### src/design/mrpt_pkg.sv
// ----------------------------------------------------------------------------
// Miller-Rabin package
// Shared constants and the fixed witness table.
// ----------------------------------------------------------------------------
package mrpt_pkg;

  localparam int unsigned VALUE_WIDTH_DEF   = 32;
  localparam int unsigned MAX_WITNESSES_DEF = 12;
  localparam int unsigned CFG_WIDTH         = 4;
  localparam logic [CFG_WIDTH-1:0] WITNESS_COUNT_RESET = 4'd4;

  // Witness primes in order of use; each fits in six bits.
  function automatic logic [5:0] witness_prime(input logic [3:0] idx);
    logic [5:0] p;
    begin
      unique case (idx)
        4'd0:    p = 6'd2;
        4'd1:    p = 6'd3;
        4'd2:    p = 6'd5;
        4'd3:    p = 6'd7;
        4'd4:    p = 6'd11;
        4'd5:    p = 6'd13;
        4'd6:    p = 6'd17;
        4'd7:    p = 6'd19;
        4'd8:    p = 6'd23;
        4'd9:    p = 6'd29;
        4'd10:   p = 6'd31;
        4'd11:   p = 6'd37;
        default: p = 6'd37;
      endcase
      witness_prime = p;
    end
  endfunction

endpackage

### src/design/mrpt_mulmod.sv
// ----------------------------------------------------------------------------
// Bit-serial modular multiplier
// Computes (a * b) mod m by scanning the bits of b from the top, one per cycle.
// ----------------------------------------------------------------------------
module mrpt_mulmod #(
  parameter int unsigned W = mrpt_pkg::VALUE_WIDTH_DEF
) (
  input  logic         clk,
  input  logic         rst_n,
  input  logic         go,
  input  logic [W-1:0] a,
  input  logic [W-1:0] b,
  input  logic [W-1:0] m,
  output logic         done,
  output logic [W-1:0] prod
);

  localparam int unsigned CW = $clog2(W + 1);

  logic [W-1:0]  acc_r, acc_nxt;
  logic [W-1:0]  a_r, m_r, b_r;
  logic [CW-1:0] cnt_r;
  logic          busy_r, done_r;
  logic [W:0]    dbl, dbl_red, add, add_red;

  // acc = 2*acc (+ a), each reduced by one compare-subtract as all values stay below m.
  always_comb begin
    dbl     = {acc_r, 1'b0};
    dbl_red = (dbl >= {1'b0, m_r}) ? dbl - {1'b0, m_r} : dbl;
    add     = dbl_red + {1'b0, a_r};
    add_red = (add >= {1'b0, m_r}) ? add - {1'b0, m_r} : add;
    acc_nxt = b_r[W-1] ? add_red[W-1:0] : dbl_red[W-1:0];
  end

  always_ff @(posedge clk) begin
    if (!rst_n) begin
      busy_r <= 1'b0;
      done_r <= 1'b0;
      cnt_r  <= '0;
    end else begin
      done_r <= 1'b0;
      if (go && !busy_r) begin
        busy_r <= 1'b1;
        cnt_r  <= CW'(W);
      end else if (busy_r) begin
        cnt_r <= cnt_r - 1'b1;
        if (cnt_r == CW'(1)) begin
          busy_r <= 1'b0;
          done_r <= 1'b1;
        end
      end
    end
  end

  always_ff @(posedge clk) begin
    if (go && !busy_r) begin
      acc_r <= '0;
      a_r   <= a;
      b_r   <= b;
      m_r   <= m;
    end else if (busy_r) begin
      acc_r <= acc_nxt;
      b_r   <= {b_r[W-2:0], 1'b0};
    end
  end

  assign done = done_r;
  assign prod = acc_r;

  a_done_after_busy: assert property (@(posedge clk) disable iff (!rst_n)
    done_r |-> !busy_r)
    else $error("multiplier done while busy");
  a_result_below_mod: assert property (@(posedge clk) disable iff (!rst_n)
    done_r |-> (acc_r < m_r))
    else $error("multiplier result not reduced");
  a_count_ends: assert property (@(posedge clk) disable iff (!rst_n)
    (busy_r && cnt_r == CW'(1)) |=> done_r)
    else $error("multiplier did not finish");

endmodule

### config.mk
export PLATFORM = sky130hd
export DESIGN_NAME = mrpt_mulmod
export DESIGN_NICKNAME = d
export VERILOG_FILES = /design/src/design/mrpt_pkg.sv /design/src/design/mrpt_mulmod.sv
export SDC_FILE = /design/constraint.sdc
export NUM_CORES = 1
export LEC_CHECK = 0
export BUFFER_PORTS_ARGS = -buffer_cell sky130_fd_sc_hd__clkbuf_2
export CORE_MARGIN = 1
export CORE_UTILIZATION = 50
export DETAILED_ROUTE_END_ITERATION = 10
export PLACE_DENSITY = 0.7
export SYNTH_ARGS = -nofsm -noshare
export SYNTH_HDL_FRONTEND = slang
export SYNTH_SLANG_ARGS = --single-unit
### constraint.sdc
create_clock -name clk -period 8.03 [get_ports clk]
set_input_delay 0 -clock clk [delete_from_list [all_inputs] [get_ports clk]]
set_output_delay 0 -clock clk [all_outputs]
set_load 0.01 [all_outputs]
==> results.py, run 1 <==
metrics = {
    "route": {
        "vias": 10400,
        "dr.first_iter.drc_count": 982,
        "drtPass1Iterations": 5,
        "ant_nets": 0,
        "viasPerCell": 5.95,
        "wl_per_cell_um": 19.5,
        "drc": 0,
        "routed_wirelength_um": 34000,
    },
    "layout": {
        "fillCellCount": 1818,
        "diodes": 0,
        "syn_to_final_growth_pct": 26.7,
        "stdcell_count": 1748,
        "drive_gt1_share_pct": 18.5,
        "final_nets": 1660,
    },
    "timing": {
        "max_slew_margin_pct": 19.9,
        "layout_setup_ws_ns": 0.440,
        "setup_violations": 0,
        "rsz0062_at_grt": "no",
        "worst_hold_slack_ns": 0.114,
        "period_needed_ns": 7.59,
        "finalSetupTns_ns": 0,
        "finalHoldViolations": 0,
        "fmax_mhz": 132,
        "drv_slew": 0,
        "fin_skew_ns": 0.0160,
        "post-route-period-util_pct": 94.5,
        "worst_pin_slew_ns": 1.20,
    },
    "yosys": {
        "syn_area_mm2": 0.0109,
        "syn-num-nets": 1400,
        "synth.avg_cell_area_um2": 9.08,
        "ys_types": 78,
        "ys_top_cells_by_area": "edfxtp_1, ha_1, dfxtp_1",
        "synth_top_cell_by_area": "edfxtp_1",
        "postSynthCellCount": 1200,
        "synth-edff-count": 96,
        "ys_ff_latch": 136,
        "async_reset_ff_share_pct": 0,
        "synth_seq_area_share_pct": 33.8,
        "yosysWarnings": 0,
        "synth-main-ff-cell": "edfxtp_1",
        "synth_top_cell_area_share_pct": 26.5,
    },
    "clock_network": {
        "cts_buffers": 17,
        "clock_path_buffers": 2,
        "clk_pin_slew_worst_paths_ns": 0.07,
        "clkLatencyLatePin_ns": 0.45,
        "htreeDepth": 4,
        "cts_tree": "done",
        "clockRootBuffer": "clkbuf_16",
        "cts.sinks": 136,
        "post_cts_buffers": 0,
    },
    "floorplanning": {
        "dieArea_mm2": 0.0224,
        "die_h_um": 150,
        "start_util_pct": 51.3,
        "pin_count": 132,
        "coreArea_mm2": 0.0212,
        "dieWidth_um": 150,
        "core.rowCount": 53,
    },
    "critical_path": {
        "critPathMaxStageDelay_ns": 0.46,
        "crit_required_ns": 8.34,
        "worstSetupPathType": "flip-flop to flip-flop",
        "rr_startpoint": "m_r[19]$_DFFE_PP_",
        "r2r_cells": 30,
        "crit_family": "compound AO/OA/AOI/OAI gates",
        "start_kind": "flip-flop",
        "crit_start": "m_r[19]$_DFFE_PP_",
        "cp_max_fo": 19,
        "worst_path_most_repeated_cell": "a21o_1",
        "cp_slowest_cell": "ha_1",
        "crit_cells": 30,
        "crit_arrival_ns": 7.90,
        "crit_buf_inv": 5,
        "r2r_setup_slack_ns": 0.44,
        "end_kind": "flip-flop",
        "worstReg2RegEnd": "prod[20]$_SDFFE_PP0P_",
    },
    "place": {
        "io_buffers": 131,
        "gp_congestion": 0.975,
        "pre_cts_ws_ns": 0.0736,
        "dp_hpwl_um": 24900,
        "dp.cells": 1619,
    },
    "grt": {
        "grt_max_degree": 64,
        "grt_overflow": 0,
        "antenna_found_initial": 0,
        "grt_pass1_wl_um": 52100,
        "grt_pass1_vias": 9945,
        "grtUsageTotal_pct": 30.7,
    },
    "outcome": {
        "outcome": "complete, no violations",
    },
    "min_path": {
        "min_from": "go",
        "min_to": "prod[20]$_SDFFE_PP0P_",
        "holdPathStages": 3,
        "hold_path_class": "input port to flip-flop",
    },
    "job": {
        "drv_cap": 0,
    },
}
## synth_stat cells, types with 7 or more instances
| library cell | instances |
|---|---|
| a21oi_1 | 98 |
| ha_1 | 98 |
| edfxtp_1 | 96 |
| nand2_1 | 96 |
| o21ai_0 | 85 |
| inv_1 | 76 |
| nor2_1 | 63 |
| a21o_1 | 52 |
| xnor2_1 | 49 |
| dfxtp_1 | 40 |
| mux2_2 | 33 |
| clkbuf_1 | 31 |
| xor2_1 | 28 |
| nor3_1 | 27 |
| mux2i_1 | 26 |
| nand3_1 | 26 |
| a211oi_1 | 19 |
| nand4_1 | 17 |
| nor2b_1 | 15 |
| nand2b_1 | 14 |
| o21a_1 | 14 |
| o21ai_1 | 14 |
| nor3b_1 | 12 |
| a22oi_1 | 11 |
| a31oi_1 | 11 |
| o31ai_1 | 11 |
| a221oi_1 | 8 |
| and3_1 | 8 |
| o22ai_1 | 8 |
| o211ai_1 | 7 |
| o21bai_1 | 7 |
## worst reg2reg max path: cells and delay by family, from the launching register on
kind | cells | cell delay [ns]
compound gates | 16 | 3.77
simple gates | 5 | 1.21
fa+ha+maj | 3 | 1.15
buf+inv | 5 | 0.77
flops | 1 | 0.32
xor+xnor | 1 | 0.21
## how the worst max path moves through the flow
stage | end | slack, ns
floorplan | prod[0]$_SDFFE_PP0P_ | 1.07
global placement | prod[20]$_SDFFE_PP0P_ | 0.07
detailed placement | prod[20]$_SDFFE_PP0P_ | 0.07
CTS | prod[20]$_SDFFE_PP0P_ | 0.20
global route | prod[20]$_SDFFE_PP0P_ | 0.02
finish | prod[20]$_SDFFE_PP0P_ | 0.44
## cell families after synthesis
| kind of cell | Yosys count | share of synthesized area [%] |
|---|---|---|
| compound gates | 407 | 24.6 |
| simple gates | 303 | 13.5 |
| flops | 136 | 33.8 |
| buf+inv | 117 | 4.24 |
| fa+ha+maj | 101 | 11.8 |
| xor+xnor | 77 | 6.19 |
| mux | 59 | 5.80 |
## layout make-up
class / instances / area, µm² / share of cell area (%)
inverter: 76 / 285 / 2.07
clock inverter: 15 / 201 / 1.46
multi-input combinational: 947 / 6800 / 49.3
tap: 275 / 344 / 2.49
timing repair buffer: 282 / 2060 / 14.9
clock buffer: 17 / 425 / 3.08
sequential: 136 / 3680 / 26.7
## flip-flops by register name, summed over array words and instances, names as in the netlist
name / cells
a_r: 32
b_r: 32
busy_r: 1
cnt_r: 6
done: 1
m_r: 32
prod: 32
## placed cells by master, fill, tap and decap left out, drive strengths merged, types with 54 or more instances in the layout
cell type    instances
nand2               96
nor2                63
buf                 54
edfxtp              96
dlygate4sd3         97
clkbuf             148
ha                  98
inv                 81
o21ai              100
a21oi               99
## stage by stage
step                cell area [µm²]  utilization [%]
floorplan                     10900                -
global placement              12200             57.3
detailed placement            12200             57.3
CTS                           13800             64.9
global route                  13800             65.0
finish                        13800             65.0
## timing repair
action,4_1_cts,5_1_grt
hold buffers,97,0
endpoints found under the setup margin,1,4
endpoints found under the hold margin,104,0
pin swaps,0,0
resized for setup,1,5
## routing by layer
| layer | vias to the layer above | global-route usage, % | share of wire, % |
|---|---|---|---|
| met5 | - | 0 | 0 |
| met4 | 0 | 11.3 | 2.8 |
| met3 | 65 | 6.49 | 7.5 |
| met2 | 415 | 50.3 | 46 |
| met1 | 4883 | 39.5 | 43 |
| li1 | 5043 | - | - |
Power of run 1 is left out: the tool's default activity adds up to more than one toggle a clock period on the data nets, which glitch-free logic cannot reach.
==> inputs of run 2 (changes only) <==
--- a/config.mk
+++ b/config.mk
@@ -10,6 +10,7 @@
 export CORE_UTILIZATION = 50
 export DETAILED_ROUTE_END_ITERATION = 10
 export PLACE_DENSITY = 0.7
+export RECOVER_POWER = 100
 export SYNTH_ARGS = -nofsm -noshare
 export SYNTH_HDL_FRONTEND = slang
 export SYNTH_SLANG_ARGS = --single-unit
==> run 2 against run 1 <==
  * The run now ends with capacitance limit, slew limit left
  * Sequential share of layout area rose by 0.12 points
  * Highest routed layer unchanged
  * Register-to-register slack got worse by 0.04 ns
  * Hold slack got worse by 0.0050 ns
  * Critical path depth rose by 1
  * First-iteration DRC count rose by 5.6%
  * Worst setup slack got worse by 0.038 ns
==> results.py, run 2 (synthesis results as in run 1) <==
metrics = {
    "timing": {
        "drv_slew": 101,
        "worst_pin_slew_ns": 3.23,
        "rsz0062_at_grt": "no",
        "period_needed_ns": 7.63,
        "fin_skew_ns": 0.0158,
        "finalSetupTns_ns": 0,
        "fmax_mhz": 131,
        "setup_violations": 0,
        "post-route-period-util_pct": 95.0,
        "finalHoldViolations": 0,
        "layout_setup_ws_ns": 0.402,
        "max_slew_margin_pct": -115,
    },
    "route": {
        "drt-met1-wl_um": 14800,
        "ant_nets": 0,
        "route.met3.wl_um": 2550,
        "drtPass1Iterations": 5,
        "drc": 0,
        "routed_wirelength_um": 34000,
        "vias": 10400,
        "viasPerCell": 5.97,
        "dr.first_iter.drc_count": 1037,
        "wl_per_cell_um": 19.5,
        "route.met2.wl_um": 15700,
        "top_layer": "met4",
    },
    "grt": {
        "grt_pass1_vias": 9945,
        "grt_overflow": 0,
        "grtUsageTotal_pct": 30.7,
        "antenna_found_initial": 0,
        "grt_pass1_wl_um": 52100,
        "grt_max_degree": 64,
    },
    "critical_path": {
        "cp_slowest_cell": "or3_1",
        "critPathMaxStageDelay_ns": 0.46,
        "crit_arrival_ns": 7.93,
        "worstSetupPathType": "flip-flop to flip-flop",
        "worst_path_most_repeated_cell": "a21o_1",
        "cp_max_fo": 19,
        "end_kind": "flip-flop",
        "start_kind": "flip-flop",
        "crit_required_ns": 8.33,
    },
    "layout": {
        "fillCellCount": 1830,
        "syn_to_final_growth_pct": 26.1,
        "mostFrequentLayoutCells": "clkbuf_2, a21oi_1, ha_1, dlygate4sd3_1",
        "final_nets": 1660,
        "final_common_cell": "clkbuf_2",
        "diodes": 0,
        "drive_gt1_share_pct": 16.0,
    },
    "clock_network": {
        "clockRootBuffer": "clkbuf_16",
        "clk_pin_slew_worst_paths_ns": 0.07,
        "cts_buffers": 17,
        "clkLatencyLatePin_ns": 0.44,
        "cts_tree": "done",
        "htreeDepth": 4,
        "clock_path_buffers": 2,
        "cts.sinks": 136,
        "post_cts_buffers": 0,
    },
    "floorplanning": {
        "core.rowCount": 53,
        "start_util_pct": 51.3,
        "dieArea_mm2": 0.0224,
        "pin_count": 132,
        "die_h_um": 150,
        "dieWidth_um": 150,
        "coreArea_mm2": 0.0212,
    },
    "place": {
        "pre_cts_ws_ns": 0.0736,
        "gp_congestion": 0.975,
        "dp_hpwl_um": 24900,
        "io_buffers": 131,
    },
    "outcome": {
        "outcome": "complete, but fails checks",
        "violations": "capacitance limit, slew limit",
    },
    "job": {
        "drv_cap": 2,
    },
    "min_path": {
        "hold_path_class": "input port to flip-flop",
    },
}
## run 2: worst paths after layout
kind	startpoint	endpoint	slack (ns)	cells after the start
max reg2reg	m_r[29]$_DFFE_PP_	prod[20]$_SDFFE_PP0P_	0.40	31
min	go	prod[20]$_SDFFE_PP0P_	0.11	3
min reg2reg	cnt_r[5]$_SDFFE_PN0P_	cnt_r[5]$_SDFFE_PN0P_	0.48	1
max	m_r[29]$_DFFE_PP_	prod[20]$_SDFFE_PP0P_	0.40	31
## run 2: through the flow
step | util [%] | std cells | hold slack (ns) | area, µm²
final | 64.7 | 1748 | 0.109 | 13700
after global routing | 64.7 | 1748 | 0.109 | 13700
after CTS | 64.9 | 1748 | 0.0897 | 13800
after detailed placement | 57.3 | 1619 | 0.179 | 12200
after global placement | 57.3 | 1619 | 0.177 | 12200
after floorplan | - | 1200 | 0.0989 | 10900
## run 2: final cells by class
cell class                      count  area, µm²  area share (%)
Multi-Input combinational cell    947       6800            49.5
Sequential cell                   136       3680            26.8
Timing Repair Buffer              282       2000            14.5
Clock buffer                       17        425            3.10
Tap cell                          275        344            2.51
Inverter                           76        285            2.08
Clock inverter                     15        201            1.47
## run 2: critical path, delay by kind of cell, from the launching register on
| family | cells | cell delay [ns] |
|---|---|---|
| flops | 1 | 0.33 |
| buf+inv | 5 | 0.78 |
| simple gates | 5 | 1.30 |
| compound gates | 17 | 3.74 |
| xor+xnor | 1 | 0.21 |
| fa+ha+maj | 3 | 1.09 |
## run 2: what timing repair did
action / in CTS / in global routing
setup endpoints to repair: 1 / 4
resized for setup: 1 / 5
hold buffers: 97 / 0
endpoints found under the hold margin: 104 / 0
## run 2: layer usage
| metal | global-route usage, % | vias to the layer above |
|---|---|---|
| met4 | 11.3 | 0 |
| met2 | 50.3 | 432 |
| met3 | 6.49 | 72 |
| met1 | 39.5 | 4888 |
| li1 | - | 5042 |
| met5 | 0 | - |
Power of run 2 is left out for the same reason.
